File: config.mk
export PLATFORM = sky130hd
export DESIGN_NAME = mvl_ram
export DESIGN_NICKNAME = d
export VERILOG_FILES = /design/src/design/motor_velocity_limiter_top_assert.svh /design/src/design/mvl_ram.sv
export SDC_FILE = /design/constraint.sdc
export NUM_CORES = 1
export LEC_CHECK = 0
export BUFFER_PORTS_ARGS = -buffer_cell sky130_fd_sc_hd__buf_2
export CORE_MARGIN = 2
export CORE_UTILIZATION = 60
export DETAILED_ROUTE_END_ITERATION = 8
export PLACE_DENSITY = 0.81
export SLEW_MARGIN = 20
export SYNTH_ARGS = -nofsm -noshare
export SYNTH_HDL_FRONTEND = slang
export SYNTH_SLANG_ARGS = --single-unit
File: constraint.sdc
create_clock -name clk -period 6.2 [get_ports clk]
set_input_delay 1.86 -clock clk [delete_from_list [all_inputs] [get_ports clk]]
set_output_delay 1.86 -clock clk [all_outputs]
set_load 0.005 [all_outputs]
File: src/design/motor_velocity_limiter_top_assert.svh
// ----------------------------------------------------------------------------
// Assertion macros for the motor velocity limiter
// Implication checks that compile away when SYNTH is defined.
// ----------------------------------------------------------------------------
`ifndef MOTOR_VELOCITY_LIMITER_TOP_ASSERT_SVH
`define MOTOR_VELOCITY_LIMITER_TOP_ASSERT_SVH

`ifndef SYNTH

// Same-cycle implication
`define MVL_ASSERT_IMP(name, clock, rstn, ante, cons) \
	name: assert property (@(posedge clock) disable iff (!rstn) (ante) |-> (cons)) \
		else $error("motor velocity limiter: same-cycle check failed");

// Next-cycle implication
`define MVL_ASSERT_NEXT(name, clock, rstn, ante, cons) \
	name: assert property (@(posedge clock) disable iff (!rstn) (ante) |=> (cons)) \
		else $error("motor velocity limiter: next-cycle check failed");

`else

`define MVL_ASSERT_IMP(name, clock, rstn, ante, cons)
`define MVL_ASSERT_NEXT(name, clock, rstn, ante, cons)

`endif

`endif

File: src/design/mvl_ram.sv
// ----------------------------------------------------------------------------
// mvl_ram
// Generic single-write, single-read RAM with registered read data.
// ----------------------------------------------------------------------------
module mvl_ram #(
	parameter int WIDTH = 32,
	parameter int DEPTH = 12
) (
	input  logic                                       clk,
	input  logic                                       wr_en,
	input  logic [((DEPTH > 1) ? $clog2(DEPTH) : 1)-1:0] wr_addr,
	input  logic [WIDTH-1:0]                           wr_data,
	input  logic [((DEPTH > 1) ? $clog2(DEPTH) : 1)-1:0] rd_addr,
	output logic [WIDTH-1:0]                           rd_data
);

	logic [WIDTH-1:0] mem_q [DEPTH];
	logic [WIDTH-1:0] rd_data_q;

	// Write port
	always_ff @(posedge clk) begin
		if (wr_en) begin
			mem_q[wr_addr] <= wr_data;
		end
	end

	// Registered read port
	always_ff @(posedge clk) begin
		rd_data_q <= mem_q[rd_addr];
	end

	assign rd_data = rd_data_q;

endmodule

* After elaboration in Yosys (flattened, before gate mapping)
Memory sizes are Yosys's and may differ from the RTL's. A register that Yosys moved wholly into a read port is not among the register bits. Cells that the tools add are included. W data, S select, Z words.
Operators by class: muxes and demuxes 2
Operators with widths (number):
- $mux W1 | 2
Word-level totals: memories 1, RAM bits 384, register bits 0, input bits 42, word-level logic and storage cells 3, output and inout bits 32
Memory list:
- mem_q | words 12, bits a word 32, rd ports 1, clocked after memory_dff 1, wr ports 1, line mvl_ram.sv:17 | logic [WIDTH-1:0] mem_q [DEPTH];

* Logic depth before layout (Yosys ltp)
Gate-level depths: netlist (run 1).
word-level depth 2, depth in mapped cells 6, gate-level depth less buffers 3

* Least setup slack after synthesis (run 1)
Ideal clock, no wire load.
path type input -> register, start point in wr_addr[3] in the netlist's numbering, end point mem mem_q[0][0], enable pin, setup time 0.461 ns, required time 5.739 ns, cell stages on the path 2, path buffers 0, path slack 1.160 ns, arrival 4.578 ns, cell sequence or3b_2 > nor3_1
RTL lines:
- start: declaration | line mvl_ram.sv:11 | input logic [((DEPTH > 1) ? $clog2(DEPTH) : 1)-1:0] wr_addr,
- end: declaration | line mvl_ram.sv:17
No word-level cell before the write port.

==> metrics.md, run 1 <==
| Metric | Value |
|---|---|
| Status | finished clean |
| Synthesis-to-finish area growth | 13.5% |
| Critical Path, Cell by Cell | buf_6 -> buf_12 -> mux4_2 -> a22oi_1 -> o221ai_1 |
| Filler cells | roughly 1,500 |
| Register area share after synthesis | around 80% |
| Crit. End Element | register |
| Pint | 4.58 mW |
| Clock sink total | between 400 and 500 |
| Postcts setup bufs | 0 |
| Gr ovfl total | 0 |
| Sw Ratio | 20.0% |
| Critical Path Max Stage Delay | 0.56 ns |
| Placed inst area | 16,000 sq um |
| Worst hold path depth | 2 |
| Post-Syn Nets | 706 |
| DR WL/cell | 26.8 microns |
| Post-synth EDFFs | 384 |
| R2r setup slk | 4.74 ns |
| Iter 0 DRT Violations | approximately 800 |
| Final setup TNS | 0 ns |
| Die Width | 163 microns |
| Power density cells | 332 nW/um^2 |
| Final setup fails | 0 |
| Root Driver | clkbuf_16 |
| Ys async rst share | 0% |
| Logic pwr share | 4.7% |
| Nets | 808 |
| Kind of critical path | in2reg |
| Clk_lat worst skew | 0.54 ns |
| Flops & latches, synth | 416 |
| Via count | 7,182 |
| Final count of hold timing violations | 0 |
| Clock Path Buffers | 3 |
| Crit Path Max Fanout | 60 |
| Layout cells sized above 1 | 29.5% |
| Die area | 26,600 sq um |
| Post_cts resized | 0 |
| Mean Syn Cell Area | 22.9 sq um |
| Worst Path Required | 6.57 ns |
| Ys flop type | edfxtp_1 |
| Hold_buf cts | 0 |
| R2R depth | 3 |
| Switching pwr | 1.14 mW |
| Initial antenna violation count | 0 |
| Max rail drop VDD | 0.340 mV |
| Gr usage total | a little under a quarter |
| Clock skew | 0.0157 ns |
| First-pass GRT wire length | between 40,000 and 50,000 microns |
| Initial Util | between 60% and 70% |
| Clk pwr share | 40.1% |
| HP Start | mem_q[9][20] |
| Pleak | 5.70 nW |
| Final wirelength | 30,200 microns |
| CTS buffer count | 40 |
| Top-level I/O count | 74 |
| Hpwl dp | 15,200 microns |
| Storage element area | 12,200 sq um |
| WP data arrival | 3.87 ns |
| Core area | 25,000 sq um |
| Min Tclk post-route | 3.50 ns |
| Final Max Slew Viols | 0 |
| Max-cap violation count | 0 |
| Unrepaired setup endpoints after global routing | no |
| Max_slew headroom | 33.0% |
| Most frequent cells in the layout | edfxtp_1 (384), buf_2 (71), mux2i_1 (64), mux4_2 (64), clkbuf_16 (41) |
| # DRC | 0 |
| Die height | 163 microns |
| Drt pass-1 iters | 5 |
| ANT cells | 0 |
| Area of the multi-input gates | 2840 sq um |
| Slowest library cell on the worst path | buf_6 |
| CTS tree | built |
| H-tree levels | 2 |
| Vias in the first global route | 7,564 |
| Synth warn | 0 |
| Gp weighted congestion | between 0.6 and 0.7 |
| Fin crit share | 56.4% |
| Row cnt | a little under 60 |
| CP bufs+invs | 2 |
| Startpoint types | input port |
| Hold Path End | rd_data[20] |
| Clock-pin slew on the worst setup and hold paths | ~0.060 ns |
| Post-Syn Area | 15,200 sq um |
| Largest net degree at the start of global routing | 61 |
| Commonest non-fill, non-tap cell in the layout | edfxtp_1 |
| Sequential share of power | between 50 and 60% |
| Final instance area | 17,200 sq um |
| Port Buffer Count | 73 |
| Slew @ Worst Pin | 1.00 ns |
| FF-to-FF End | rd_data[29] |
| Post-route ant nets | 0 |
| Worst r2r src | mem_q[7][29] |
| Distinct cells, synth | 20 |
| HP Class | reg2reg |
| Gate Count Post-Synth | 664 |
| Highest clock rate | roughly 0.29 GHz |
| Via density | 6.38 |
| Critical path's top delay family | buffers and inverters |
## worst max-delay path by stage
stage,from,endpoint,slack [ns],cells past startpoint
floorplan,wr_addr[3],mem_q[0][0],1.16,2
global placement,rd_addr[0],rd_data[13],2.21,5
detailed placement,rd_addr[0],rd_data[18],2.15,5
CTS,rd_addr[0],rd_data[14],2.68,5
global route,rd_addr[0],rd_data[13],2.54,5
finish,rd_addr[0],rd_data[14],2.70,5
## synthesized netlist by cell type, types with 4 or more instances
master	instances	area share, %
clkbuf_1	17	0.42
mux4_2	64	9.5
o221ai_2	4	0.40
buf_6	11	0.82
a22oi_2	4	0.33
edfxtp_1	384	76
o221ai_1	28	1.6
a22oi_1	28	1.4
dfxtp_1	32	4.2
nor2_1	10	0.25
mux2i_1	64	4.2
## state kept, by name (all words and copies together), names as in the netlist
register,cells
rd_data,32
mem_q,384
## metrics by stage
| stage | total power [mW] | hold WS [ns] | instances | utilization, % | setup WS, ns |
|---|---|---|---|---|---|
| after global routing | 5.89 | 0.593 | 1126 | 68.8 | 2.54 |
| after floorplan | 3.37 | 0.526 | 664 | - | 1.16 |
| after detailed placement | 3.49 | 0.555 | 1054 | 63.8 | 2.15 |
| after CTS | 5.76 | 0.568 | 1126 | 68.8 | 2.68 |
| after global placement | 3.47 | 0.544 | 1054 | 63.8 | 2.21 |
| final | 5.72 | 0.567 | 1126 | 68.8 | 2.70 |
## worst min-delay path: cells and delay by family (launching register included)
kind / cells / cell delay [ns]
compound gates: 1 / 0.15
flops: 1 / 0.32
mux: 1 / 0.06
## per-layer routing
| metal | part of all wire [%] | vias to the layer above | global-route usage, % |
|---|---|---|---|
| met2 | 51 | 386 | 40.1 |
| met4 | 2.7 | 0 | 8.85 |
| met5 | 0 | - | 0 |
| li1 | - | 3018 | - |
| met3 | 8.5 | 63 | 3.66 |
| met1 | 38 | 3715 | 31.7 |
## power groups by stage
| stage | clock, mW | sequential, mW | combinational, mW |
|---|---|---|---|
| 2_1_floorplan | 0 | 3.22 | 0.155 |
| 3_5_place_dp | 0 | 3.22 | 0.269 |
| 6_report | 2.29 | 3.16 | 0.269 |
| 5_1_grt | 2.43 | 3.16 | 0.290 |
| 4_1_cts | 2.33 | 3.16 | 0.272 |
| 3_3_place_gp | 0 | 3.21 | 0.257 |
## cell families (layout without fill, tap and decap cells)
family / after synthesis / after routing / synth area share, %
flops: 416 / 416 / 80.2
mux: 128 / 128 / 13.7
compound gates: 64 / 64 / 3.73
buf+inv: 34 / 166 / 1.62
simple gates: 22 / 22 / 0.717
## cell type report
cell class / instances / area share [%]
Tap cell: 330 / 2.40
Multi-Input combinational cell: 214 / 16.5
Timing Repair Buffer: 94 / 3.16
Sequential cell: 416 / 70.7
Clock buffer: 55 / 6.38
Clock inverter: 17 / 0.836
Power figures use the tool's default switching activity.
==> run 2, diff against run 1 <==
--- a/config.mk
+++ b/config.mk
@@ -5,11 +5,12 @@
 export SDC_FILE = /design/constraint.sdc
 export NUM_CORES = 1
 export LEC_CHECK = 0
+export ABC_AREA = 1
 export BUFFER_PORTS_ARGS = -buffer_cell sky130_fd_sc_hd__buf_2
 export CORE_MARGIN = 2
-export CORE_UTILIZATION = 60
+export CORE_UTILIZATION = 61
 export DETAILED_ROUTE_END_ITERATION = 8
-export PLACE_DENSITY = 0.81
+export PLACE_DENSITY = 0.82
 export SLEW_MARGIN = 20
 export SYNTH_ARGS = -nofsm -noshare
 export SYNTH_HDL_FRONTEND = slang
==> constraint.sdc (replaced) <==
create_clock -name clk -period 3.45 [get_ports clk]
set_input_delay 1.035 -clock clk [delete_from_list [all_inputs] [get_ports clk]]
set_output_delay 1.035 -clock clk [all_outputs]
set_load 0.005 [all_outputs]
==> run 2 against run 1 <==
Against the previous run: non-clock buffer count up 9; clock skew is 0.0011 ns lower; synthesized cell count increased by 120%; critical path depth unchanged; die area grew 8.4%; count of clock-buffer cells in the layout up 3; combinational power grew 140%; setup slack got worse by 1.4 ns; hold slack better by 0.016 ns; first-iteration DRC count grew 44%.
==> metrics.md, run 2 <==
| Metric | Value |
|---|---|
| Die area | 28,800 sq um |
| Hpwl dp | 22,100 microns |
| Most frequent cells in the layout | nand2_1 (389), edfxtp_1 (384), inv_1 (210), nand3_1 (194) |
| Critical Path, Cell by Cell | buf_2 -> inv_1 -> nand2_1 -> nor2_4 -> buf_4 |
| Clk_lat worst skew | 0.53 ns |
| Vias in the first global route | 11,000 |
| Gp weighted congestion | around 0.83 |
| Clock-pin slew on the worst setup and hold paths | 0.06 ns |
| Max_slew headroom | 40.8% |
| First-pass GRT wire length | 59,300 microns |
| # DRC | 0 |
| Status | finished clean |
| Flops & latches, synth | around 420 |
| Via density | around 5.7 |
| Die height | 170 microns |
| Unrepaired setup endpoints after global routing | no |
| Core area | 27,000 sq um |
| Synth cell count leaders | nand2_1 (389), edfxtp_1 (384), inv_1 (210) |
| HP Class | reg2reg |
| Synth warn | 0 |
| Gr usage total | 27.3% |
| Power density cells | 574 nW/um^2 |
| Clock skew | 0.0146 ns |
| Post-synth EDFFs | 384 |
| Max rail drop VDD | 0.442 mV |
| Via count | roughly 11,000 |
| Largest net degree at the start of global routing | between 100 and 150 |
| Nets | 1,592 |
| Row cnt | 60 |
| Slowest library cell on the worst path | nor2_4 |
| Pwr Total | ~11 mW |
| Final wirelength | 38,500 microns |
| Final Max Slew Viols | 0 |
| Pleak | 7.68 nW |
| Drt pass-1 iters | 5 |
| Initial Util | 62.1% |
| Gate Count Post-Synth | 1,481 |
| Final setup TNS | 0 ns |
| Ys async rst share | 0% |
| Post-Syn Area | 16,700 sq um |
| Ys flop type | edfxtp_1 |
| Worst r2r src | mem_q[1][16] |
| Slew @ Worst Pin | 0.887 ns |
| Critical Path End | mem_q[7][19] |
| Max reg flops | 384 |
| CTS buffer count | 41 |
| Fin crit share | 61.9% |
| Filler cells | 1,793 |
| Worst path depth | 5 |
| Final count of hold timing violations | 0 |
| Commonest non-fill, non-tap cell in the layout | nand2_1 |
| Post-route ant nets | 0 |
| Gr ovfl total | 0 |
| Clock Path Buffers | 3 |
| Count leader, synth | nand2_1 |
| R2r setup slk | 2.32 ns |
| Layout cells sized above 1 | 11.3% |
| Mean Syn Cell Area | 11.3 sq um |
| Critical Path Max Stage Delay | approximately 0.55 ns |
| Max-cap violation count | 0 |
| H-tree levels | 2 |
| CTS tree | built |
| Port Buffer Count | 73 |
| WP data arrival | 2.35 ns |
| Worst setup path start | wr_addr[3] |
| Critical path's top delay family | simple AND/OR/NAND/NOR gates |
| Reg with most FFs | mem_q |
| Core Util, Final | 69.8% |
| Initial antenna violation count | 2 |
| Final setup fails | 0 |
| FF-to-FF End | rd_data[16] |
| Highest clock rate | 0.468 GHz |
| Synth top area cells | edfxtp_1 (69%), nand2_1 (8.7%), nand3_1 (5.8%) |
| Distinct cells, synth | 16 |
| Die Width | around 170 microns |
| Crit Path Max Fanout | 15 |
| Hold_buf cts | 0 |
| Yosys top cell area share | between 60% and 70% |
| Register area share after synthesis | 72.7% |
| Top-level I/O count | 74 |
| Root Driver | clkbuf_16 |
| Post_cts resized | 0 |
| Kind of critical path | in2reg |
| Clock sink total | about 420 |
| DR WL/cell | 20.0 microns |
| Crit. End Element | register |
| Min Tclk post-route | 2.14 ns |
| CP bufs+invs | 3 |
| Postcts setup bufs | 0 |
| Startpoint types | input port |
| Synthesis-to-finish area growth | 12.4% |
| Yosys top cell by area | edfxtp_1 |
| Worst Path Required | 3.67 ns |
| Iter 0 DRT Violations | about 1,200 |
| R2R depth | 6 |
| Post-Syn Nets | 1,523 |
==> run 2: cell types whose count changed after synthesis, sizes merged, moves of 3 or more <==
cell / change
nand2: +387
inv: +212
nand3: +194
o21ai: +96
nor2: +74
mux2i: -64
mux4: -64
buf: +41
a22oi: -32
o221ai: -32
a21oi: +13
nand2b: -3
nor3: -3
==> run 2: metal layers <==
metal	GRT usage (%)	vias up	wire, microns
met4	14.3	2	1870
met5	0	-	11
met2	48.9	572	20100
met1	32.4	5220	13900
met3	3.64	121	2650
li1	-	5034	-
==> run 2: where the power goes <==
group	internal [mW]	leakage, nW	switching [mW]
registers	5.64	3.74	0.0396
logic	0.182	3.26	0.452
clock network	2.67	0.675	1.81
==> run 2: how the worst min path moves through the flow <==
stage | start | endpoint | slack [ns] | cells past startpoint
6_report | mem_q[8][28] | rd_data[28] | 0.58 | 4
5_1_grt | mem_q[8][28] | rd_data[28] | 0.62 | 4
4_1_cts | mem_q[8][28] | rd_data[28] | 0.59 | 4
3_5_place_dp | mem_q[8][28] | rd_data[28] | 0.57 | 4
3_3_place_gp | mem_q[11][27] | rd_data[27] | 0.55 | 4
2_1_floorplan | mem_q[11][21] | rd_data[21] | 0.52 | 4
==> run 2: final cells by class <==
cell class,count,area (sq um),share of cell area [%]
Sequential cell,416,12200,64.7
Multi-Input combinational cell,776,3380,18.0
Clock inverter,16,151,0.805
Antenna cell,1,2.50,0.0133
Tap cell,341,427,2.27
Timing Repair Buffer,103,672,3.57
Clock buffer,58,1210,6.44
Inverter,212,798,4.24
==> run 2: through the flow <==
stage	instance area (sq um)	cells	setup WS, ns	hold WS [ns]
final	18800	1923	1.31	0.583
after global routing	18800	1922	1.20	0.621
after CTS	18800	1922	1.27	0.587
after detailed placement	17500	1848	0.772	0.573
after global placement	17500	1848	0.822	0.551
after floorplan	16700	1481	0.450	0.524
==> run 2: cells by family after synthesis <==
kind of cell | Yosys count | synth area share (%)
AOI/OAI and AO/OA | 109 | 3.26
buffers and inverters | 289 | 7.67
DFF | 416 | 72.7
and+or+nand+nor | 667 | 16.4
==> run 2: tightest hold or removal path, stage by stage, from the launching register on <==
cell and delay, ns:
edfxtp_1 0.32, o21ai_0 0.07, o21ai_1 0.07, nand2_1 0.05
nand2_1 0.05
==> run 3, diff against run 2 <==
==> constraint.sdc (replaced) <==
create_clock -name clk -period 2.1 [get_ports clk]
set_input_delay 0.63 -clock clk [delete_from_list [all_inputs] [get_ports clk]]
set_output_delay 0.63 -clock clk [all_outputs]
set_load 0.005 [all_outputs]
==> run 3 against run 2 <==
Against the previous run: final area increased by 0.24%; clock power up 52%; critical path depth down 4; critical path type is now reg2out; critical endpoint is now rd_data[14]; largest cell class unchanged; largest power group unchanged.
==> metrics.md, run 3 (synthesis gave the netlist of run 2 again) <==
| Metric | Value |
|---|---|
| Status | finished clean |
| Power density cells | 910 nW/um^2 |
| Pwr Total | ~17 mW |
| Min Tclk post-route | between 1.5 and 2 ns |
| Final count of hold timing violations | 0 |
| ANT cells | 0 |
| Port Buffer Count | 73 |
| Initial Util | 62.1% |
| Final instance area | 18,900 sq um |
| Slew @ Worst Pin | 0.433 ns |
| Core Util, Final | 70.0% |
| Hold_buf cts | 0 |
| Largest net degree at the start of global routing | 79 |
| Critical Path, Cell by Cell | buf_2 |
| Crit Path Max Fanout | 1 |
| Commonest non-fill, non-tap cell in the layout | nand2_1 |
| Post-route ant nets | 0 |
| Area of the multi-input gates | 3380 sq um |
| Top-level I/O count | 74 |
| Clock-pin slew on the worst setup and hold paths | 0.06 ns |
| Filler cells | 1,764 |
| Worst slack, placed | roughly 0.23 ns |
| Storage element area | 12,200 sq um |
| Hpwl dp | 18,400 microns |
| Gp weighted congestion | 0.738 |
| Crit. End Element | output pin |
| Synthesis-to-finish area growth | 12.6% |
| # DRC | 0 |
| FF-to-FF End | rd_data[9] |
| Pleak | 7.65 nW |
| R2r setup slk | roughly 1.1 ns |
| HP Start | wr_data[9] |
| Initial antenna violation count | 1 |
| Kind of critical path | reg2out |
| Worst Path Required | 1.47 ns |
| Drt pass-1 iters | 6 |
| Non-Filler Instances | roughly 1,900 |
| Highest clock rate | 0.619 GHz |
| Die Width | 170 microns |
| HP Class | in2reg |
| Critical path's top delay family | flip-flops |
| Most frequent cells in the layout | nand2_1 (389), edfxtp_1 (384), inv_1 (210), nand3_1 (194) |
| Worst r2r src | mem_q[0][9] |
| Layout cells sized above 1 | 10.9% |
| Max rail drop VDD | 0.776 mV |
| Clock skew | ~0.016 ns |
| R2R depth | 6 |
| Final Max Slew Viols | 0 |
| Via density | 5.57 |
| Iter 0 DRT Violations | 1,207 |
| Die area | approximately 29,000 sq um |
| Gr ovfl total | 0 |
| DR WL/cell | 18.5 microns |
| Via count | 10,700 |
| Final setup TNS | 0 ns |
| CTS buffer count | 41 |
| Root Driver | clkbuf_16 |
| Nets | 1,590 |
| Hold Path End | mem_q[7][9] |
| First-pass GRT wire length | roughly 56,000 microns |
| Final worst slack | 0.485 ns |
| H-tree levels | 2 |
| Clk_lat worst skew | around 0.54 ns |
| Clock Path Buffers | 3 |
| Worst hold path depth | 1 |
| Critical Path Max Stage Delay | 0.34 ns |
| Clock sink total | 416 |
| Final setup fails | 0 |
| Gr usage total | 25.3% |
| Row cnt | 60 |
| Vias in the first global route | around 11,000 |
| Die height | around 170 microns |
| Placed inst area | 17,600 sq um |
| Max reg flops | 384 |
| CP bufs+invs | 1 |
| WP data arrival | 0.99 ns |
| Worst path depth | 1 |
| Placed cell count | ~1,800 |
| Startpoint types | register |
| Unrepaired setup endpoints after global routing | no |
| Core area | 27,000 sq um |
| Post_cts resized | 0 |
| Max_slew headroom | 71.1% |
| Max-cap violation count | 0 |
| Reg with most FFs | mem_q |
| Final wirelength | 35,500 microns |
| Postcts setup bufs | 0 |
| Hold WS | 0.410 ns |
| Fin crit share | 76.9% |
| Slowest library cell on the worst path | dfxtp_1 |
| CTS tree | built |
run 3: area by class of cell:
class                           instances  share of cell area, %
Clock buffer                           51                   5.69
Clock inverter                         22                  0.876
Inverter                              212                   4.23
Multi-Input combinational cell        776                   17.9
Sequential cell                       416                   64.5
Tap cell                              341                   2.26
Timing Repair Buffer                  101                   4.48
run 3: worst max path at each step:
stage	start	endpoint	slack [ns]
4_1_cts	rd_data[14]	rd_data[14]	0.47
3_3_place_gp	wr_addr[0]	mem_q[10][15]	0.27
6_report	rd_data[14]	rd_data[14]	0.48
5_1_grt	rd_data[14]	rd_data[14]	0.44
3_5_place_dp	wr_addr[0]	mem_q[5][16]	0.23
2_1_floorplan	wr_addr[0]	mem_q[1][0]	-0.50
run 3: metal layers:
layer | global-route usage, % | wire length (microns) | vias to the layer above | part of all wire (%)
met2 | 43.8 | 17900 | 488 | 50
met5 | 0 | 0 | - | 0
met1 | 32.2 | 13700 | 5087 | 38
met3 | 3.92 | 2920 | 88 | 8.2
li1 | - | - | 5030 | -
met4 | 10.4 | 1080 | 0 | 3.0
run 3: report_power, final:
group | internal [mW] | total, mW | switching (mW)
Combinational | 0.321 | 1.03 | 0.709
Sequential | 9.26 | 9.32 | 0.0501
Clock | 3.88 | 6.82 | 2.94
Total | 13.5 | 17.2 | 3.70
